**src/hdl/urx_pkg.sv**
```systemverilog
// ----------------------------------------------------------------------------
// urx_pkg: shared types for the 8N1 serial receiver with receive FIFO
// Holds the channel item structs and the internal operation codes that pass
// from the frame decoder to the FIFO stage.
// ----------------------------------------------------------------------------
package urx_pkg;

    typedef struct packed {
        logic func;
        logic line_level;
    } urx_in_item_t;

    typedef struct packed {
        logic [7:0] popped_byte;
        logic       pop_valid;
        logic       data_available;
        logic       byte_stored;
        logic       framing_drop;
        logic       overflow_drop;
    } urx_out_item_t;

    // Register indexes on the configuration port.
    localparam logic CFG_BIT_PERIOD   = 1'b0;
    localparam logic CFG_FIRST_SAMPLE = 1'b1;

    // Operations handed from the frame decoder to the FIFO stage.
    localparam logic [1:0] OP_TICK    = 2'd0;
    localparam logic [1:0] OP_POP     = 2'd1;
    localparam logic [1:0] OP_STORE   = 2'd2;
    localparam logic [1:0] OP_FRAMING = 2'd3;

    typedef struct packed {
        logic [1:0] code;
        logic [7:0] data;
    } urx_op_t;

endpackage

```
**src/hdl/uart_rx_8n1_with_fifo_top.sv**
```systemverilog
// ----------------------------------------------------------------------------
// uart_rx_8n1_with_fifo_top: 8N1 serial receiver with receive FIFO
// Decodes serial frames from a stream of tick items and buffers good bytes
// in a ring FIFO that pop items drain.
// ----------------------------------------------------------------------------
//
//   Channel  Ports                               Carries
//   -------  ----------------------------------  ------------------------------
//   input    s_valid, s_ready, s_item            tick with line level, or pop
//   result   m_valid, m_ready, m_item            one result item per input item
//   config   cfg_we, cfg_index, cfg_wdata        timing register writes
//
// The block accepts one item in every clock cycle while s_ready is high. An
// item is decoded in the cycle it is accepted, is registered in the queue, is
// executed against the FIFO, and its result is held in the result register.
// Reset is synchronous and active low; it clears the frame state and the FIFO
// pointers, while the FIFO storage itself is left as it is.
// A stalled result register holds; the two-entry queue absorbs the decoder's
// output, and s_ready drops only when that queue is full.
//
module uart_rx_8n1_with_fifo_top #(
    parameter int FIFO_DEPTH = 32
) (
    input  logic                   aclk,
    input  logic                   aresetn,
    input  logic                   cfg_we,
    input  logic                   cfg_index,
    input  logic [7:0]             cfg_wdata,
    input  logic                   s_valid,
    output logic                   s_ready,
    input  urx_pkg::urx_in_item_t  s_item,
    output logic                   m_valid,
    input  logic                   m_ready,
    output urx_pkg::urx_out_item_t m_item
);
    import urx_pkg::*;

    // Operation stream from the frame decoder into the queue.
    logic    dec_valid, dec_ready;
    urx_op_t dec_op;

    // Operation stream from the queue into the FIFO stage.
    logic    exe_valid, exe_ready;
    urx_op_t exe_op;

    // The decoder owns the timing registers, the bit counter, the shift
    // register and the previous line level. None of that depends on the FIFO,
    // so it can run ahead of the FIFO stage.
    urx_front u_front (
        .aclk      (aclk),
        .aresetn   (aresetn),
        .cfg_we    (cfg_we),
        .cfg_index (cfg_index),
        .cfg_wdata (cfg_wdata),
        .s_valid   (s_valid),
        .s_ready   (s_ready),
        .s_item    (s_item),
        .op_valid  (dec_valid),
        .op_ready  (dec_ready),
        .op        (dec_op)
    );

    urx_queue u_queue (
        .aclk       (aclk),
        .aresetn    (aresetn),
        .push_valid (dec_valid),
        .push_ready (dec_ready),
        .push_op    (dec_op),
        .pop_valid  (exe_valid),
        .pop_ready  (exe_ready),
        .pop_op     (exe_op)
    );

    // The FIFO stage stores or drops completed bytes, serves pops, and keeps
    // one slot empty so that full and empty are told apart by the pointers.
    urx_back #(
        .FIFO_DEPTH (FIFO_DEPTH)
    ) u_back (
        .aclk     (aclk),
        .aresetn  (aresetn),
        .op_valid (exe_valid),
        .op_ready (exe_ready),
        .op       (exe_op),
        .m_valid  (m_valid),
        .m_ready  (m_ready),
        .m_item   (m_item)
    );

endmodule

```
**src/hdl/urx_ram.sv**
```systemverilog
// ----------------------------------------------------------------------------
// urx_ram: generic simple dual-port RAM
// One write port and one read port with a registered, enabled read.
// ----------------------------------------------------------------------------
module urx_ram #(
    parameter int WIDTH = 8,
    parameter int DEPTH = 32
) (
    input  logic                     aclk,
    input  logic                     we,
    input  logic [$clog2(DEPTH)-1:0] waddr,
    input  logic [WIDTH-1:0]         wdata,
    input  logic                     re,
    input  logic [$clog2(DEPTH)-1:0] raddr,
    output logic [WIDTH-1:0]         rdata
);

    logic [WIDTH-1:0] mem_reg [DEPTH];
    logic [WIDTH-1:0] rdata_reg;

    always_ff @(posedge aclk) begin
        if (we) begin
            mem_reg[waddr] <= wdata;
        end
        if (re) begin
            rdata_reg <= mem_reg[raddr];
        end
    end

    assign rdata = rdata_reg;

endmodule

```
**src/hdl/urx_front.sv**
```systemverilog
// ----------------------------------------------------------------------------
// urx_front: frame decoder
// Holds the timing registers and the per-frame state. Each accepted item is
// classified and turned into one operation for the FIFO stage.
// ----------------------------------------------------------------------------
module urx_front (
    input  logic                   aclk,
    input  logic                   aresetn,
    input  logic                   cfg_we,
    input  logic                   cfg_index,
    input  logic [7:0]             cfg_wdata,
    input  logic                   s_valid,
    output logic                   s_ready,
    input  urx_pkg::urx_in_item_t  s_item,
    output logic                   op_valid,
    input  logic                   op_ready,
    output urx_pkg::urx_op_t       op
);
    import urx_pkg::*;

    localparam logic [3:0] PHASE_IDLE       = 4'd0;
    localparam logic [3:0] PHASE_FIRST      = 4'd1;
    localparam logic [3:0] PHASE_STOP       = 4'd9;

    logic [7:0] bit_period_reg;
    logic [7:0] first_sample_reg;
    logic [3:0] phase_reg,  phase_next;
    logic [7:0] shift_reg,  shift_next;
    logic [7:0] count_reg,  count_next;
    logic       prev_reg,   prev_next;
    logic       accept;

    assign s_ready  = op_ready;
    assign op_valid = s_valid;
    assign accept   = s_valid & op_ready;

    always_comb begin
        phase_next = phase_reg;
        shift_next = shift_reg;
        count_next = count_reg;
        prev_next  = prev_reg;
        op.code    = OP_TICK;
        op.data    = shift_reg;
        if (s_item.func) begin
            op.code = OP_POP;
        end else if (phase_reg == PHASE_IDLE) begin
            if (prev_reg && !s_item.line_level) begin
                phase_next = PHASE_FIRST;
                shift_next = '0;
                count_next = first_sample_reg;
            end
            prev_next = s_item.line_level;
        end else begin
            if (count_reg <= 8'd1) begin
                count_next = bit_period_reg;
                if (phase_reg < PHASE_STOP) begin
                    shift_next = {s_item.line_level, shift_reg[7:1]};
                    phase_next = phase_reg + 4'd1;
                end else begin
                    op.code    = s_item.line_level ? OP_STORE : OP_FRAMING;
                    phase_next = PHASE_IDLE;
                end
            end else begin
                count_next = count_reg - 8'd1;
            end
            prev_next = s_item.line_level;
        end
    end

    always_ff @(posedge aclk) begin
        if (!aresetn) begin
            bit_period_reg   <= 8'd104;
            first_sample_reg <= 8'd156;
            phase_reg        <= PHASE_IDLE;
            shift_reg        <= '0;
            count_reg        <= '0;
            prev_reg         <= 1'b1;
        end else begin
            if (cfg_we) begin
                unique case (cfg_index)
                    CFG_BIT_PERIOD:   bit_period_reg   <= cfg_wdata;
                    CFG_FIRST_SAMPLE: first_sample_reg <= cfg_wdata;
                    default:          bit_period_reg   <= bit_period_reg;
                endcase
            end
            if (accept) begin
                phase_reg <= phase_next;
                shift_reg <= shift_next;
                count_reg <= count_next;
                prev_reg  <= prev_next;
            end
        end
    end

endmodule

```
**src/hdl/urx_queue.sv**
```systemverilog
// ----------------------------------------------------------------------------
// urx_queue: two-entry operation queue
// Separates the frame decoder from the FIFO stage so each can stall alone.
// ----------------------------------------------------------------------------
module urx_queue (
    input  logic             aclk,
    input  logic             aresetn,
    input  logic             push_valid,
    output logic             push_ready,
    input  urx_pkg::urx_op_t push_op,
    output logic             pop_valid,
    input  logic             pop_ready,
    output urx_pkg::urx_op_t pop_op
);
    import urx_pkg::*;

    urx_op_t    slot_reg [2];
    logic [1:0] count_reg;
    logic       wr_reg;
    logic       rd_reg;
    logic       do_push;
    logic       do_pop;

    assign push_ready = (count_reg != 2'd2);
    assign pop_valid  = (count_reg != 2'd0);
    assign pop_op     = slot_reg[rd_reg];
    assign do_push    = push_valid & push_ready;
    assign do_pop     = pop_valid & pop_ready;

    always_ff @(posedge aclk) begin
        if (do_push) begin
            slot_reg[wr_reg] <= push_op;
        end
    end

    always_ff @(posedge aclk) begin
        if (!aresetn) begin
            count_reg <= '0;
            wr_reg    <= 1'b0;
            rd_reg    <= 1'b0;
        end else begin
            if (do_push) begin
                wr_reg <= ~wr_reg;
            end
            if (do_pop) begin
                rd_reg <= ~rd_reg;
            end
            case ({do_push, do_pop})
                2'b10:   count_reg <= count_reg + 2'd1;
                2'b01:   count_reg <= count_reg - 2'd1;
                default: count_reg <= count_reg;
            endcase
        end
    end

endmodule

```
**src/hdl/urx_back.sv**
```systemverilog
// ----------------------------------------------------------------------------
// urx_back: receive FIFO and result stage
// Executes one operation per cycle, unless the result stalls, on the FIFO
// and registers the result item; the popped byte is a registered RAM read.
// ----------------------------------------------------------------------------
module urx_back #(
    parameter int FIFO_DEPTH = 32
) (
    input  logic                   aclk,
    input  logic                   aresetn,
    input  logic                   op_valid,
    output logic                   op_ready,
    input  urx_pkg::urx_op_t       op,
    output logic                   m_valid,
    input  logic                   m_ready,
    output urx_pkg::urx_out_item_t m_item
);
    import urx_pkg::*;

    localparam int AW = $clog2(FIFO_DEPTH);
    localparam logic [AW-1:0] LAST = AW'(FIFO_DEPTH - 1);

    function automatic logic [AW-1:0] ptr_next(input logic [AW-1:0] p);
        ptr_next = (p == LAST) ? '0 : p + AW'(1);
    endfunction

    logic [AW-1:0] wp_reg, rp_reg, wp_inc, wp_new, rp_new;
    logic          out_valid_reg;
    logic          pop_valid_reg, avail_reg, stored_reg, fdrop_reg, odrop_reg;
    logic          advance, take;
    logic          pop_ok, store_ok, odrop, fdrop, full;
    logic [7:0]    rdata;

    assign advance  = !out_valid_reg || m_ready;
    assign op_ready = advance;
    assign take     = advance & op_valid;

    assign wp_inc   = ptr_next(wp_reg);
    assign full     = (wp_inc == rp_reg);
    assign pop_ok   = (op.code == OP_POP) && (rp_reg != wp_reg);
    assign store_ok = (op.code == OP_STORE) && !full;
    assign odrop    = (op.code == OP_STORE) && full;
    assign fdrop    = (op.code == OP_FRAMING);
    assign rp_new   = pop_ok ? ptr_next(rp_reg) : rp_reg;
    assign wp_new   = store_ok ? wp_inc : wp_reg;

    urx_ram #(
        .WIDTH (8),
        .DEPTH (FIFO_DEPTH)
    ) u_ram (
        .aclk  (aclk),
        .we    (take & store_ok),
        .waddr (wp_reg),
        .wdata (op.data),
        .re    (take & pop_ok),
        .raddr (rp_reg),
        .rdata (rdata)
    );

    always_ff @(posedge aclk) begin
        if (take) begin
            pop_valid_reg <= pop_ok;
            avail_reg     <= (rp_new != wp_new);
            stored_reg    <= store_ok;
            fdrop_reg     <= fdrop;
            odrop_reg     <= odrop;
        end
    end

    always_ff @(posedge aclk) begin
        if (!aresetn) begin
            wp_reg        <= '0;
            rp_reg        <= '0;
            out_valid_reg <= 1'b0;
        end else begin
            if (advance) begin
                out_valid_reg <= op_valid;
            end
            if (take) begin
                wp_reg <= wp_new;
                rp_reg <= rp_new;
            end
        end
    end

    assign m_valid               = out_valid_reg;
    assign m_item.popped_byte    = pop_valid_reg ? rdata : 8'd0;
    assign m_item.pop_valid      = pop_valid_reg;
    assign m_item.data_available = avail_reg;
    assign m_item.byte_stored    = stored_reg;
    assign m_item.framing_drop   = fdrop_reg;
    assign m_item.overflow_drop  = odrop_reg;

endmodule
```
**config.mk**
```make
export PLATFORM = sky130hd
export DESIGN_NAME = uart_rx_8n1_with_fifo_top
export DESIGN_NICKNAME = d
export VERILOG_FILES = /design/src/hdl/urx_pkg.sv /design/src/hdl/uart_rx_8n1_with_fifo_top.sv /design/src/hdl/urx_ram.sv /design/src/hdl/urx_front.sv /design/src/hdl/urx_queue.sv /design/src/hdl/urx_back.sv
export SDC_FILE = /design/constraint.sdc
export NUM_CORES = 1
export LEC_CHECK = 0
export BUFFER_PORTS_ARGS = -buffer_cell sky130_fd_sc_hd__buf_2
export CELL_PAD_IN_SITES_DETAIL_PLACEMENT = 1
export CELL_PAD_IN_SITES_GLOBAL_PLACEMENT = 1
export CORE_ASPECT_RATIO = 0.6
export CORE_MARGIN = 3
export CORE_UTILIZATION = 51
export CTS_BUF_LIST = sky130_fd_sc_hd__clkbuf_4 sky130_fd_sc_hd__clkbuf_8 sky130_fd_sc_hd__clkbuf_16
export CTS_CLUSTER_DIAMETER = 60
export DETAILED_ROUTE_END_ITERATION = 10
export PLACE_DENSITY = 0.83
export SYNTH_ARGS = -nofsm -noshare
export SYNTH_HDL_FRONTEND = slang
export SYNTH_SLANG_ARGS = --single-unit
```
**constraint.sdc**
```tcl
create_clock -name aclk -period 3.95 [get_ports aclk]
set_clock_uncertainty 0.15 [all_clocks]
set_input_delay 1.185 -clock aclk [delete_from_list [all_inputs] [get_ports aclk]]
set_output_delay 1.185 -clock aclk [all_outputs]
set_load 0.005 [all_outputs]
```
==> results of run 1 <==
[cells in the final DEF, fill, tap and decap left out, types with 20 or more instances in the layout]
cell       netlist  final
a21boi_0        20     20
edfxtp_1       289    289
nor2_1          52     52
buf_4            7     54
nand3_1         28     28
nand2_1        103    103
buf_2           12     30
mux4_2          80     80
dfxtp_1         53     51
clkbuf_16        0     31
[kinds of logic (layout without fill, tap and decap cells)]
family	count (synthesis)	count (layout)
flops	342	342
simple gates	262	262
xor+xnor	18	18
mux	92	92
buf+inv	66	159
fa+ha+maj	12	12
compound gates	106	106
[layout make-up]
class,count,area [um2],share of cell area (%)
timing repair buffer,85,576,3.56
multi-input combinational,490,4280,26.5
tap,360,450,2.78
clock buffer,37,821,5.07
sequential,342,9740,60.2
inverter,16,65.1,0.402
clock inverter,21,241,1.49
[metal layers]
layer | vias up | part of all wire (%)
li1 | 3604 | -
met1 | 4346 | 44
met2 | 384 | 43
met3 | 52 | 12
met4 | 0 | 1.7
met5 | - | 0
[critical path, delay by kind of cell, from the launching register on]
| kind | cells | cell delay, ns |
|---|---|---|
| AO/OA/AOI/OAI | 2 | 0.39 |
| buffers and inverters | 1 | 0.22 |
| flip-flops | 1 | 0.37 |
| AND/OR/NAND/NOR | 5 | 1.24 |
| adder cells (fa/ha/maj) | 2 | 0.67 |
| XOR/XNOR | 1 | 0.24 |
[metrics by stage]
| step | cell area (um2) | hold WS [ns] | setup WS (ns) | power [W] | instances |
|---|---|---|---|---|---|
| finish | 16200 | 0.327 | 0.382 | 0.00902 | 1351 |
| detailed placement | 15100 | 0.310 | 0.584 | 0.00594 | 1293 |
| floorplan | 14300 | 0.275 | 0.665 | 0.00539 | 898 |
| global route | 16200 | 0.342 | 0.223 | 0.00936 | 1351 |
| global placement | 15100 | 0.292 | 0.758 | 0.00586 | 1293 |
| CTS | 16200 | 0.329 | 0.441 | 0.00907 | 1351 |
[power by group]
part	internal, W	total, W	switching (W)
Clock	0.00181	0.00316	0.00134
Combinational	0.000516	0.00145	0.000935
Sequential	0.00430	0.00442	0.000120
Total	0.00663	0.00902	0.00240
[worst max-delay path by stage]
stage / endpoint / slack [ns] / depth (start not counted)
after floorplan: u_back.u_ram.mem_reg[15][0]$_DFFE_PP_ / 0.66 / 4
after global placement: u_back.u_ram.mem_reg[24][0]$_DFFE_PP_ / 0.76 / 11
final: u_back.u_ram.mem_reg[24][7]$_DFFE_PP_ / 0.38 / 11
after CTS: u_back.u_ram.mem_reg[24][0]$_DFFE_PP_ / 0.44 / 11
after detailed placement: u_back.u_ram.mem_reg[24][5]$_DFFE_PP_ / 0.58 / 11
after global routing: u_back.u_ram.mem_reg[24][3]$_DFFE_PP_ / 0.22 / 11
==> impl_metrics.env, run 1 <==
export IMPL_critPathSlowestCell="dfxtp_1"
export IMPL_slew_viol_final=0
export IMPL_ir_drop_v=0.000349
export IMPL_hpwlAfterDp_um=25700
export IMPL_synth_commonest_cells="edfxtp_1 (289), nand2_1 (103), mux4_2 (80)"
export IMPL_largest_reg_flops=256
export IMPL_cp_required_ns=4.09
export IMPL_max_cap_violations=0
export IMPL_cts_setup_buffers=0
export IMPL_drtAntennaViolNets=0
export IMPL_critical_path_max_stage_delay_ns=0.37
export IMPL_synth_cells=898
export IMPL_cp_max_fo=8
export IMPL_synth_most_common_cell="edfxtp_1"
export IMPL_syn_area_per_cell_um2=15.9
export IMPL_yosys_top_cells_area="edfxtp_1 (61%), mux4_2 (13%), dfxtp_1 (7.4%), nand2_1 (2.7%), nor2_1 (1.4%)"
export IMPL_synth_compound_area_share_pct=5.31
export IMPL_port_buffers=30
export IMPL_reg2reg_to="u_back.u_ram.mem_reg[24][7]$_DFFE_PP_"
export IMPL_first_pass_iters=5
export IMPL_leakagePower_nw=5.30
export IMPL_ys_types=66
export IMPL_cts_tree="built"
export IMPL_fp_dieH_um=136
export IMPL_areaGrowthSynthToFinish_pct=13.0
export IMPL_synthFlopType="edfxtp_1"
export IMPL_use_met3_pct=9.40
export IMPL_wire_per_inst_um=28.0
export IMPL_cts_resized=0
export IMPL_cts_sinks=342
export IMPL_cts_root_buffer="clkbuf_16"
export IMPL_fin_crit_ns=3.57
export IMPL_period_share_pct=90.3
export IMPL_async_flop_share_pct=0
export IMPL_synth_area_mux_share_pct=13.5
export IMPL_final_nets=994
export IMPL_synth_top_cell_by_area="edfxtp_1"
export IMPL_cts_hold_buf=0
export IMPL_worstHoldStart="u_front.shift_reg[0]$_SDFFE_PN0P_"
export IMPL_grt_usage_pct=25.8
export IMPL_worstReg2RegStart="u_back.wp_reg[1]$_SDFFE_PN0P_"
export IMPL_power_density_nw_per_um2=558
export IMPL_hold_class="register to register"
export IMPL_dr_first_iter_drc_count=965
export IMPL_die_w_um=222
export IMPL_use_met2_pct=37.3
export IMPL_ios=31
export IMPL_antenna_found_initial=0
export IMPL_n_fill_cell=2473
export IMPL_setup_viol=0
export IMPL_cts_inserted_buffers=31
export IMPL_worstSetupPathType="register to register"
export IMPL_route_detailed_drc=0
export IMPL_gr_total_overflow=0
export IMPL_synth_nets=926
export IMPL_synth_warnings=0
export IMPL_synth_simple_gate_area_share_pct=8.88
export IMPL_rr_worst_depth=11
export IMPL_final_util_pct=59.9
export IMPL_clk_pin_slew_ns=0.07
export IMPL_min_path_cells=0
export IMPL_ys_seq_elements=342
export IMPL_initial_utilization_pct=53.1
export IMPL_ys_seq_area_share_pct=68.0
export IMPL_core_area_um2=27000
export IMPL_std_cell_rows=46
export IMPL_place_congestion=0.836
export IMPL_synth_xor_area_share_pct=1.15
export IMPL_synthAdderAreaFrac_pct=1.05
export IMPL_start_kind="register"
export IMPL_num_vias=8386
export IMPL_first_global_vias=8619
export IMPL_crit_top_cell="ha_1"
export IMPL_busiest_layer="met1"
export IMPL_ff2ff_setup_slack_ns=0.38
export IMPL_viasPerCell=6.21
export IMPL_grt_pass1_wl_um=57000
export IMPL_cp_startpoint="u_back.wp_reg[1]$_SDFFE_PN0P_"
export IMPL_h_tree_depth=1
export IMPL_status="finished, final reports clean"
export IMPL_relSlewSlack_pct=13.5
export IMPL_met1_usage_pct=38.1
export IMPL_routed_wl_um=37800
export IMPL_num_antenna_cells=0
export IMPL_synth_top_family_by_area="multiplexers"
export IMPL_worstSetupEndpointType="register"
export IMPL_worst_pin_slew_ns=1.29
export IMPL_rsz0062_at_grt="false"
export IMPL_finalHoldViolations=0
export IMPL_synth_top_cell_area_share_pct=60.6
export IMPL_dieArea_um2=30200
export IMPL_synth_edff_count=289
export IMPL_fin_tns_setup_ns=0
export IMPL_clkLatencyLatePin_ns=0.59
export IMPL_synth_area_um2=14300
export IMPL_drive_gt1_share_pct=24.8
export IMPL_fmax_ghz=0.280
export IMPL_hold_end="u_queue.slot_reg[1][0]$_DFFE_PP_"
export IMPL_grt_max_degree=54
export IMPL_cts_buffer_depth=3
export IMPL_path_cells="ha_1, and3_1, ha_1, nor2b_1, a2bb2oi_2, xnor2_2, o21ai_4, nor3_2, nand2_1, nor2_1, buf_4"
export IMPL_crit_arrival_ns=3.71
(Power assumes the default switching activity.)
==> inputs of run 2 (changes only) <==
CORE_MARGIN = default   (was 3)
==> run 2 against run 1 <==
Net effect: largest power group unchanged; fmax shrank 3.1%; combinational power is essentially flat; largest cell class unchanged; highest routed layer is now met5; non-clock buffer count shrank 8.
==> impl_metrics.env, run 2 (same netlist as run 1, synthesis figures left out) <==
export IMPL_cts_root_buffer="clkbuf_16"
export IMPL_drtAntennaViolNets=0
export IMPL_dr_first_iter_drc_count=800
export IMPL_critical_path_max_stage_delay_ns=0.66
export IMPL_status="finished, final reports clean"
export IMPL_fin_tns_setup_ns=0
export IMPL_routed_wl_um=37700
export IMPL_cts_tree="built"
export IMPL_rsz0062_at_grt="false"
export IMPL_leakagePower_nw=5.23
export IMPL_power_density_nw_per_um2=553
export IMPL_mostFrequentLayoutCells="edfxtp_1 (289), nand2_1 (103), mux4_2 (80)"
export IMPL_gr_total_overflow=0
export IMPL_initial_utilization_pct=51.9
export IMPL_ios=31
export IMPL_crit_top_cell="ha_1"
export IMPL_max_cap_violations=0
export IMPL_fmax_ghz=0.272
export IMPL_first_global_vias=8435
export IMPL_cp_max_fo=15
export IMPL_relSlewSlack_pct=27.6
export IMPL_core_area_um2=27600
export IMPL_grt_usage_pct=27.2
export IMPL_worstSetupPathType="register to register"
export IMPL_path_cells="ha_1, and3_1, ha_1, nor2b_1, a2bb2oi_2, xnor2_2, o21ai_4, inv_6, nand3_2, buf_4, nor2_1"
export IMPL_crit_arrival_ns=3.72
export IMPL_place_inst=1292
export IMPL_start_kind="register"
export IMPL_path_buf_inv=2
export IMPL_num_vias=8297
export IMPL_wire_per_inst_um=28.0
export IMPL_clk_pin_slew_ns=0.07
export IMPL_cp_required_ns=3.99
export IMPL_hold_class="register to register"
export IMPL_cts_hold_buf=0
export IMPL_final_cells=1348
export IMPL_antenna_found_initial=1
export IMPL_die_w_um=218
export IMPL_slew_viol_final=0
export IMPL_fp_dieH_um=132
export IMPL_cts_resized=0
export IMPL_grt_max_degree=54
export IMPL_num_antenna_cells=0
export IMPL_grt_pass1_wl_um=56500
export IMPL_route_detailed_drc=0
export IMPL_clkLatencyLatePin_ns=0.58
export IMPL_crit_family="simple AND/OR/NAND/NOR gates"
export IMPL_ir_drop_v=0.000464
export IMPL_cts_inserted_buffers=30
export IMPL_fin_crit_ns=3.68
export IMPL_cts_setup_buffers=0
export IMPL_critPathSlowestCell="nor2_1"
export IMPL_first_pass_iters=5
export IMPL_cts_sinks=342
export IMPL_areaGrowthSynthToFinish_pct=12.3
export IMPL_setup_viol=0
export IMPL_period_share_pct=93.2
export IMPL_finalHoldViolations=0
export IMPL_cts_buffer_depth=3
export IMPL_worstSetupEndpointType="register"
export IMPL_hpwlAfterDp_um=25200
export IMPL_h_tree_depth=1
export IMPL_viasPerCell=6.16
export IMPL_largest_reg_flops=256
export IMPL_std_cell_rows=47
export IMPL_dieArea_um2=28800
export IMPL_drive_gt1_share_pct=24.1
export IMPL_final_common_cell="edfxtp_1"
export IMPL_final_nets=985
export IMPL_place_congestion=0.854
export IMPL_worst_pin_slew_ns=1.08
export IMPL_port_buffers=30
[run 2: cell count changes in the layout (fill, tap and decap cells not counted)]
cell | previous run | this run
clkinv_2 | 4 | 5
clkinvlp_4 | 3 | 2
clkbuf_4 | 6 | 7
bufinv_16 | 5 | 4
clkinvlp_2 | 0 | 1
buf_4 | 54 | 46
inv_6 | 4 | 1
[run 2: final timing paths]
path | from | to | slack (ns) | cells after the start
max | u_back.wp_reg[1]$_SDFFE_PN0P_ | u_back.u_ram.mem_reg[11][1]$_DFFE_PP_ | 0.27 | 11
min | u_front.shift_reg[0]$_SDFFE_PN0P_ | u_queue.slot_reg[1][0]$_DFFE_PP_ | 0.32 | 0
max reg2reg | u_back.wp_reg[1]$_SDFFE_PN0P_ | u_back.u_ram.mem_reg[11][1]$_DFFE_PP_ | 0.27 | 11
min reg2reg | u_front.shift_reg[0]$_SDFFE_PN0P_ | u_queue.slot_reg[1][0]$_DFFE_PP_ | 0.32 | 0
[run 2: metal layers]
| layer | routed length [um] | share of wire, % | GRT usage (%) |
|---|---|---|---|
| met5 | 89 | 0.24 | 2.17 |
| met4 | 566 | 1.5 | 4.90 |
| met3 | 3860 | 10 | 8.42 |
| met2 | 16100 | 43 | 37.8 |
| met1 | 17000 | 45 | 42.4 |
[run 2: cell type report]
cell class,count,area (um2)
fill,2510,11500
clock inverter,18,188
multi-input combinational,490,4280
sequential,342,9740
inverter,16,65.1
clock buffer,38,828
tap,367,459
timing repair buffer,77,515
[run 2: per-stage QoR]
step | total power (W) | utilization [%] | cell area (um2) | worst slack [ns] | hold slack [ns]
final | 0.00889 | 58.3 | 16100 | 0.267 | 0.316
after detailed placement | 0.00593 | 54.6 | 15100 | 0.247 | 0.303
after global placement | 0.00585 | 54.6 | 15100 | 0.530 | 0.286
after floorplan | 0.00539 | - | 14300 | 0.665 | 0.275
after global routing | 0.00919 | 58.3 | 16100 | 0.00570 | 0.328
after CTS | 0.00893 | 58.3 | 16100 | 0.243 | 0.318
[run 2: worst reg2reg max path, cell delays in order, from the launching register on]
cell,delay [ns]
dfxtp_1,0.36
ha_1,0.19
and3_1,0.18
ha_1,0.50
nor2b_1,0.14
a2bb2oi_2,0.25
xnor2_2,0.22
o21ai_4,0.12
inv_6,0.12
nand3_2,0.18
buf_4,0.21
nor2_1,0.66
[run 2: where the power goes]
group | internal (W) | switching, W
Combinational | 0.000507 | 0.000908
Clock | 0.00174 | 0.00130
Sequential | 0.00430 | 0.000141
==> inputs of run 3 (changes only) <==
ABC_AREA = 1   (was default)
PLACE_DENSITY = 0.86   (was 0.83)
==> run 3 against run 2 <==
Net effect: first-iteration DRC count rose by 86%; largest cell class unchanged; via count rose by 25%; flip-flop and latch count did not move; critical path type unchanged; fmax rose by 1.7%; highest routed layer is now met4.
==> impl_metrics.env, run 3 <==
export IMPL_worstSetupEndpointType="register"
export IMPL_yosys_top_cells_area="edfxtp_1 (60%), dfxtp_1 (7.4%), o21ai_0 (6.4%), nor2_1 (5.6%), nand2_1 (2.8%)"
export IMPL_relSlewSlack_pct=14.6
export IMPL_areaGrowthSynthToFinish_pct=10.0
export IMPL_setup_ws_ns=0.327
export IMPL_slew_viol_final=0
export IMPL_crit_family="simple AND/OR/NAND/NOR gates"
export IMPL_synthFlopType="edfxtp_1"
export IMPL_num_vias=10400
export IMPL_period_share_pct=91.7
export IMPL_route_detailed_drc=0
export IMPL_synth_edff_count=289
export IMPL_cts_buffer_depth=3
export IMPL_cts_tree="built"
export IMPL_gr_total_overflow=0
export IMPL_fmax_ghz=0.276
export IMPL_critPathSlowestCell="nor2_1"
export IMPL_ys_seq_elements=342
export IMPL_drtAntennaViolNets=0
export IMPL_cp_required_ns=4.00
export IMPL_ys_types=47
export IMPL_synth_warnings=0
export IMPL_place_area_um2=14700
export IMPL_worst_pin_slew_ns=1.28
export IMPL_drive_gt1_share_pct=12.3
export IMPL_mostFrequentLayoutCells="edfxtp_1 (289), nor2_1 (213), o21ai_0 (183)"
export IMPL_wire_per_inst_um=26.8
export IMPL_power_density_nw_per_um2=742
export IMPL_routed_wl_um=44100
export IMPL_cts_sinks=342
export IMPL_port_buffers=30
export IMPL_synth_commonest_cells="edfxtp_1 (289), nor2_1 (213), o21ai_0 (183)"
export IMPL_cts_root_buffer="clkbuf_16"
export IMPL_place_congestion=0.934
export IMPL_final_nets=1283
export IMPL_initial_utilization_pct=52.0
export IMPL_dr_first_iter_drc_count=1484
export IMPL_start_kind="register"
export IMPL_async_flop_share_pct=0
export IMPL_num_antenna_cells=0
export IMPL_syn_area_per_cell_um2=11.5
export IMPL_ys_seq_area_share_pct=67.9
export IMPL_ios=31
export IMPL_status="finished, final reports clean"
export IMPL_h_tree_depth=1
export IMPL_antenna_found_initial=0
export IMPL_largest_reg_flops=256
export IMPL_finalHoldViolations=0
export IMPL_final_common_cell="edfxtp_1"
export IMPL_first_global_vias=10500
export IMPL_hpwlAfterDp_um=28900
export IMPL_cts_setup_buffers=0
export IMPL_ir_drop_v=0.000421
export IMPL_path_cells="ha_1, nand2_1, nor2_1, ha_1, inv_2, nand3_2, nand2_1, nand2_2, nor2_4, nand3_4, nand2_8, inv_6, nand2_8, inv_6, nand2_4, nor2_1"
export IMPL_hold_class="register to register"
export IMPL_fp_dieH_um=132
export IMPL_clkLatencyLatePin_ns=0.58
export IMPL_die_w_um=219
export IMPL_cts_resized=0
export IMPL_design_area_um2=15800
export IMPL_dieArea_um2=28800
export IMPL_critical_path_max_stage_delay_ns=0.66
export IMPL_synth_nets=1281
export IMPL_setup_viol=0
export IMPL_grt_max_degree=129
export IMPL_synth_area_um2=14400
export IMPL_power_w=0.0117
export IMPL_synth_top_cell_area_share_pct=60.5
export IMPL_dp_slack_ns=0.410
export IMPL_rsz0062_at_grt="false"
export IMPL_core_area_um2=27600
export IMPL_cts_inserted_buffers=31
export IMPL_path_buf_inv=3
export IMPL_leakagePower_nw=5.56
export IMPL_worstSetupPathType="register to register"
export IMPL_max_cap_violations=0
export IMPL_clk_pin_slew_ns=0.07
export IMPL_fin_crit_ns=3.62
export IMPL_crit_arrival_ns=3.68
export IMPL_grt_usage_pct=31.2
export IMPL_synth_cells=1253
export IMPL_viasPerCell=6.32
export IMPL_synth_most_common_cell="edfxtp_1"
export IMPL_cts_hold_buf=0
export IMPL_std_cell_rows=47
export IMPL_fin_tns_setup_ns=0
export IMPL_cp_max_fo=10
export IMPL_n_fill_cell=2873
export IMPL_synth_top_cell_by_area="edfxtp_1"
export IMPL_first_pass_iters=5
export IMPL_grt_pass1_wl_um=66400
-- run 3: cell types whose count changed after synthesis, sizes merged, moves of 32 or more --
cell    change
a21boi     -32
inv        +48
mux4       -80
nand3      +38
nor2      +173
o21ai     +170
o221ai     +32
o22ai      +33
-- run 3: per-layer routing --
layer  GRT usage, %  up-vias  wire length, um
li1               -     4506                -
met1           48.2     5245            19400
met2           45.1      595            19000
met3           7.47       49             5060
met4           5.21        0              576
met5              0        -                0
-- run 3: kinds of logic after synthesis --
kind of cell	share of synthesized area, %
multiplexers	0.785
buffers and inverters	4.23
flip-flops	67.9
adder cells (fa/ha/maj)	1.05
AND/OR/NAND/NOR	13.0
AO/OA/AOI/OAI	12.7
XOR/XNOR	0.427
-- run 3: metrics by stage --
| stage | instances | hold WS [ns] | utilization, % |
|---|---|---|---|
| 5_1_grt | 1646 | 0.335 | 57.2 |
| 2_1_floorplan | 1253 | 0.276 | - |
| 3_5_place_dp | 1589 | 0.297 | 53.4 |
| 6_report | 1646 | 0.309 | 57.2 |
| 4_1_cts | 1646 | 0.308 | 57.2 |
| 3_3_place_gp | 1589 | 0.286 | 53.4 |
-- run 3: area by class of cell --
| class | count | area (um2) | share of cell area (%) |
|---|---|---|---|
| timing repair buffer | 45 | 263 | 1.66 |
| tap | 367 | 459 | 2.91 |
| clock buffer | 40 | 862 | 5.46 |
| clock inverter | 17 | 191 | 1.21 |
| multi-input combinational | 770 | 4010 | 25.4 |
| inverter | 65 | 258 | 1.63 |
| sequential | 342 | 9740 | 61.7 |
-- run 3: where the power goes --
group / leakage (nW) / switching, W / internal, W / total (W)
Sequential: 3.06 / 0.000230 / 0.00448 / 0.00471
Combinational: 1.98 / 0.00291 / 0.000928 / 0.00383
Clock: 0.520 / 0.00137 / 0.00180 / 0.00316
Total: 5.56 / 0.00450 / 0.00720 / 0.0117
-- run 3: worst register-to-register path, cell delays in order (launching register included) --
cell     delay (ns)
dfxtp_1        0.52
ha_1           0.31
nand2_1        0.14
nor2_1         0.14
ha_1           0.21
inv_2          0.10
nand3_2        0.11
nand2_1        0.07
nand2_2        0.11
nor2_4         0.05
nand3_4        0.11
nand2_8        0.10
inv_6          0.09
nand2_8        0.08
inv_6          0.14
nand2_4        0.16
nor2_1         0.66
-- run 3: worst paths after layout --
path,depth (start not counted),endpoint,startpoint,slack [ns]
worst min register to register,1,u_queue.rd_reg$_SDFFE_PN0P_,u_queue.rd_reg$_SDFFE_PN0P_,0.31
worst min-delay path,1,u_queue.rd_reg$_SDFFE_PN0P_,u_queue.rd_reg$_SDFFE_PN0P_,0.31
worst max-delay path,16,u_back.u_ram.mem_reg[28][3]$_DFFE_PP_,u_back.wp_reg[0]$_SDFFE_PN0P_,0.33
worst max register to register,16,u_back.u_ram.mem_reg[28][3]$_DFFE_PP_,u_back.wp_reg[0]$_SDFFE_PN0P_,0.33
